<file path="config.mk">
export PLATFORM = sky130hd
export DESIGN_NAME = srs_queue
export DESIGN_NICKNAME = d
export VERILOG_FILES = /design/src/rtl/core/srs_pkg.sv /design/src/rtl/core/srs_queue.sv
export SDC_FILE = /design/constraint.sdc
export NUM_CORES = 1
export LEC_CHECK = 0
export BUFFER_PORTS_ARGS = -buffer_cell sky130_fd_sc_hd__buf_2
export CAP_MARGIN = 20
export CORE_MARGIN = 10
export CORE_UTILIZATION = 52
export CTS_CLUSTER_DIAMETER = 40
export DETAILED_ROUTE_END_ITERATION = 10
export GPL_ROUTABILITY_DRIVEN = 1
export PLACE_DENSITY = 0.79
export SETUP_SLACK_MARGIN = 0.2
export SYNTH_ARGS = -nofsm -noshare
export SYNTH_HDL_FRONTEND = slang
export SYNTH_SLANG_ARGS = --single-unit
</file>
<file path="constraint.sdc">
create_clock -name clk -period 5.3 [get_ports clk]
set_input_delay 1.06 -clock clk [delete_from_list [all_inputs] [get_ports clk]]
set_output_delay 1.06 -clock clk [all_outputs]
set_load 0.005 [all_outputs]
</file>
<file path="src/rtl/core/srs_pkg.sv">
// Package for the sensor range statistics block.
// Holds store sizing, command and status codes, word and task types.
// No dependencies; every module of the block imports it.
`timescale 1ns / 1ps

package srs_pkg;

    // Store capacity and the widths that follow from it.
    localparam int STORE_DEPTH = 1024;
    localparam int ADDR_W      = $clog2(STORE_DEPTH);
    localparam int CNT_W       = $clog2(STORE_DEPTH + 1);
    localparam int SUM_W       = 16 + CNT_W;
    localparam int STEP_W      = $clog2(SUM_W + 1);

    // Command codes.
    localparam logic CMD_APPEND = 1'b0;
    localparam logic CMD_QUERY  = 1'b1;

    typedef enum logic [1:0] {
        ST_OK    = 2'd0,
        ST_FULL  = 2'd1,
        ST_EMPTY = 2'd2
    } status_t;

    typedef enum logic [2:0] {
        B_IDLE,
        B_WALK,
        B_FIN,
        B_DIV,
        B_OUT
    } back_state_t;

    typedef struct packed {
        logic               command;
        logic signed [15:0] sample;
        logic [9:0]         left_index;
        logic [10:0]        right_index;
    } in_word_t;

    typedef struct packed {
        status_t            status;
        logic signed [15:0] min_value;
        logic signed [15:0] max_value;
        logic signed [15:0] mean_value;
        logic [10:0]        valid_count;
        logic signed [15:0] point_value;
        logic [10:0]        stored_count;
    } out_word_t;

    // Work item handed from the front end to the back end.
    typedef struct packed {
        logic               is_query;
        logic               full;        // append dropped
        logic               point_ok;    // left index below fill count
        logic signed [15:0] sample;
        logic [ADDR_W-1:0]  pos;         // append write position or point read position
        logic [CNT_W-1:0]   walk_start;
        logic [CNT_W-1:0]   end_pos;
        logic [CNT_W-1:0]   fill_after;
    } task_t;

    // End of the walked range: min(right, fill).
    function automatic logic [CNT_W-1:0] range_end(input logic [10:0] right,
                                                   input logic [CNT_W-1:0] fill);
        logic [CNT_W-1:0] res;
        if (32'(right) < 32'(fill))
        begin
            res = CNT_W'(right);
        end
        else
        begin
            res = fill;
        end
        return res;
    endfunction

endpackage

</file>
<file path="src/rtl/core/srs_queue.sv">
// Two-entry task queue between the front end and the back end.
// Depends on srs_pkg for task_t.
`timescale 1ns / 1ps

module srs_queue
    import srs_pkg::*;
(
    input  logic  clk,
    input  logic  rst_n,
    input  logic  push,
    input  task_t push_task,
    input  logic  pop,
    output task_t head,
    output logic  full,
    output logic  empty
);

    task_t      entry_reg [2];
    logic       wr_ptr_reg;
    logic       wr_ptr_next;
    logic       rd_ptr_reg;
    logic       rd_ptr_next;
    logic [1:0] count_reg;
    logic [1:0] count_next;

    assign full  = (count_reg == 2'd2);
    assign empty = (count_reg == 2'd0);
    assign head  = entry_reg[rd_ptr_reg];

    always_comb
    begin
        wr_ptr_next = wr_ptr_reg;
        rd_ptr_next = rd_ptr_reg;
        count_next  = count_reg;
        if (push)
        begin
            wr_ptr_next = ~wr_ptr_reg;
        end
        if (pop)
        begin
            rd_ptr_next = ~rd_ptr_reg;
        end
        if (push && !pop)
        begin
            count_next = count_reg + 2'd1;
        end
        else if (pop && !push)
        begin
            count_next = count_reg - 2'd1;
        end
    end

    always_ff @(posedge clk or negedge rst_n)
    begin
        if (!rst_n)
        begin
            wr_ptr_reg <= 1'b0;
            rd_ptr_reg <= 1'b0;
            count_reg  <= 2'd0;
        end
        else
        begin
            wr_ptr_reg <= wr_ptr_next;
            rd_ptr_reg <= rd_ptr_next;
            count_reg  <= count_next;
        end
    end

    always_ff @(posedge clk)
    begin
        if (push)
        begin
            entry_reg[wr_ptr_reg] <= push_task;
        end
    end

endmodule

</file>
==> reports/metrics.csv <==
stage;metric;value;unit
die;num_rows;35;
die;die_w;118;um
synthesis;yosys.area.top_type;edfxtp_1;
synthesis;seq_area_frac_synth;0.771;
critical_path;critPathSlowestCell;dfrtp_4;
grt;use_met3;0.0566;
critical_path;crit_required;4240;ps
die;coreArea;0.00928;sq mm
synthesis;yosys_warnings;0;
synthesis;synthMuxAreaShare;0.185;
synthesis;synthTopCellsByArea;edfxtp_1 75%, mux2_4 18%, buf_12 2.4%;
die;initial_core_util;0.534;
synthesis;ys_seq_elements;128;
power;p_per_area;570;mW/mm^2
sta;finalCritPeriodShare;0.597;
grt;antenna_found_initial;1;
critical_path;worstSetupPathType;flip-flop to output port;
sta;rsz0062_at_grt;false;
clock_network;cts_root_buf;clkbuf_8;
synthesis;synth_common_cells;124 x edfxtp_1, 59 x mux2_4, 6 x buf_12;
sta;worst_pin_slew;1000;ps
drt;vias_per_cell;4.79;
grt;grt_use_met1;0.151;
grt;grt_pass1_wl;14.2;mm
final_layout;syn2layout_area_growth;27.9;%
grt;track_usage;0.130;
synthesis;synthXorXnorAreaFrac;0.00883;
drt;vias;2368;
clock_network;insertion_delay;490;ps
die;io_pins;130;
placement;place.gp.congestion;0.666;
drt;dr.first_iter.drc_count;122;
die;dieArea;0.0138;sq mm
power;ir_drop;0.370;mV
critical_path;worst-path-max-fanout;40;
placement;placed_area;0.00566;sq mm
job;timing.max_cap.violations;0;
final_layout;nNetsFinal;420;
drt;detail-route-antenna-nets;0;
clock_network;clockBufferDepth;2;
drt;drt_pass1_iterations;4;
final_layout;final_area;0.00634;sq mm
drt;post-route-drc-count;0;
critical_path;reg2regPathDepth;2;
final_layout;utilization;0.683;
critical_path;slowest_delay;740;ps
critical_path;cp.arrival;2110;ps
synthesis;synth-main-ff-cell;edfxtp_1;
critical_path;r2r_end;entry_reg[0][10];
sta;finClkSkew;12.2;ps
synthesis;synth-compound-area-share;0;
grt;grt_pass1_vias;2696;
clock_network;cts.sinks;128;
critical_path;r2r-start;wr_ptr_reg;
synthesis;synth_edf_count;124;
synthesis;async_flop_share;0.0313;
synthesis;synth.distinct_cells;13;
sta;setup_violations;0;
final_layout;largest_reg_flops;124;
grt;overflow;0;
clock_network;cts_resized;0;
synthesis;syn_area;0.00496;sq mm
final_layout;final_layout_size_suffix_gt1_frac;0.619;
synthesis;synth_fp_nets;276;
grt;busiest_layer;met2;
sta;relSlewSlack;0.332;
sta;hold_violations;0;
sta;max_freq;316;MHz
synthesis;yosys.area_share.simple;0.00530;
critical_path;cp-end-kind;output port;
synthesis;synthCells;209;
grt;met2_usage;0.207;
drt;wl_per_cell;18.1;um
synthesis;synth_top_family_by_area;multiplexers;
power;p_leak;2.60;nW
synthesis;syn_avg_cell_area;23.7;sq um
synthesis;yosysMostFrequentCell;edfxtp_1;
critical_path;path_cells;buf_16 > mux2_2 > buf_2;
clock_network;path_clk_slew;60;ps
grt;grt_max_degree;64;
final_layout;antenna_cells;0;
clock_network;cts_tree;done;
sta;finalMaxSlewViolations;0;
placement;place.port_buffers;129;
clock_network;hold_buffers;0;
outcome;status;finished clean;
critical_path;cp-start-kind;flip-flop;
clock_network;postCtsSetupBuffers;0;
synthesis;yosys.area_share.adder;0.00252;
die;dieHeight;118;um
sta;tns;0;ps
placement;dpl.hpwl;6.06;mm
clock_network;htreeDepth;4;
drt;drt_wl_total;8.96;mm
synthesis;synth_top_area_share;0.751;
critical_path;reg2reg_slack;3220;ps
clock_network;numCtsBuffers;17;
worst_hold_path;hold_class;input port to asynchronous set/reset pin;
sta;period_needed;3170;ps
-- cell families after synthesis --
| group | after synthesis |
|---|---|
| buf+inv | 8 |
| mux | 62 |
| simple gates | 5 |
| flops | 128 |
| xor+xnor | 5 |
| fa+ha+maj | 1 |
-- stage by stage --
step | setup WS (ps) | hold slack (ps) | total power, mW | instances
2_1_floorplan | 1020 | 455 | 2.13 | 209
4_1_cts | 1920 | 339 | 3.65 | 493
6_report | 2130 | 366 | 3.62 | 494
3_5_place_dp | 2370 | 483 | 2.39 | 462
3_3_place_gp | 2400 | 472 | 2.37 | 462
5_1_grt | 2060 | 344 | 3.78 | 494
-- report_power, final --
group          total (mW)  internal [mW]  leakage [nW]  switching [mW]
Sequential           1.46           1.35          1.21           0.108
Combinational       0.900          0.521          1.08           0.379
Clock                1.26          0.857         0.310           0.402
-- metal layers --
metal | wire length, um | part of all wire | vias to the layer above
li1 | - | - | 1117
met1 | 3760 | 0.42 | 1149
met2 | 4460 | 0.50 | 92
met3 | 646 | 0.072 | 8
met4 | 80 | 0.0089 | 2
met5 | 13 | 0.0015 | -
-- how the worst max path moves through the flow --
stage,from,end,slack (ps),cells past startpoint
final,rd_ptr_reg,head[59],2130,3
after global routing,rd_ptr_reg,head[59],2060,3
after CTS,rd_ptr_reg,head[59],1920,2
after detailed placement,push,entry_reg[0][49],2370,3
after global placement,push,entry_reg[0][46],2400,3
after floorplan,push,entry_reg[0][0],1020,1
-- area by class of cell --
type	instances	area, sq um
clock inverter	14	238
tap	129	161
fill	638	2940
clock buffer	17	414
sequential	128	3830
inverter	1	3.75
timing repair buffer	132	688
multi-input combinational	73	1010
-- placed cells by master, fill, tap and decap left out --
cell / count
buf_2: 129
edfxtp_1: 124
mux2_4: 59
clkbuf_16: 16
bufinv_16: 6
xor2_1: 4
mux2_2: 3
dfrtp_1: 3
nor2_1: 2
clkinv_1: 2
clkinv_4: 2
clkinvlp_4: 2
inv_6: 2
buf_4: 2
and2_2: 1
inv_1: 1
nor2b_1: 1
nor2b_4: 1
xnor2_1: 1
ha_1: 1
clkbuf_8: 1
buf_16: 1
dfrtp_4: 1
-- critical path, delay by kind of cell (launching register included) --
family / cells / cell delay [ps]
flip-flops: 1 / 740
buffers and inverters: 2 / 460
multiplexers: 1 / 380
Power figures use the tool's default switching activity.
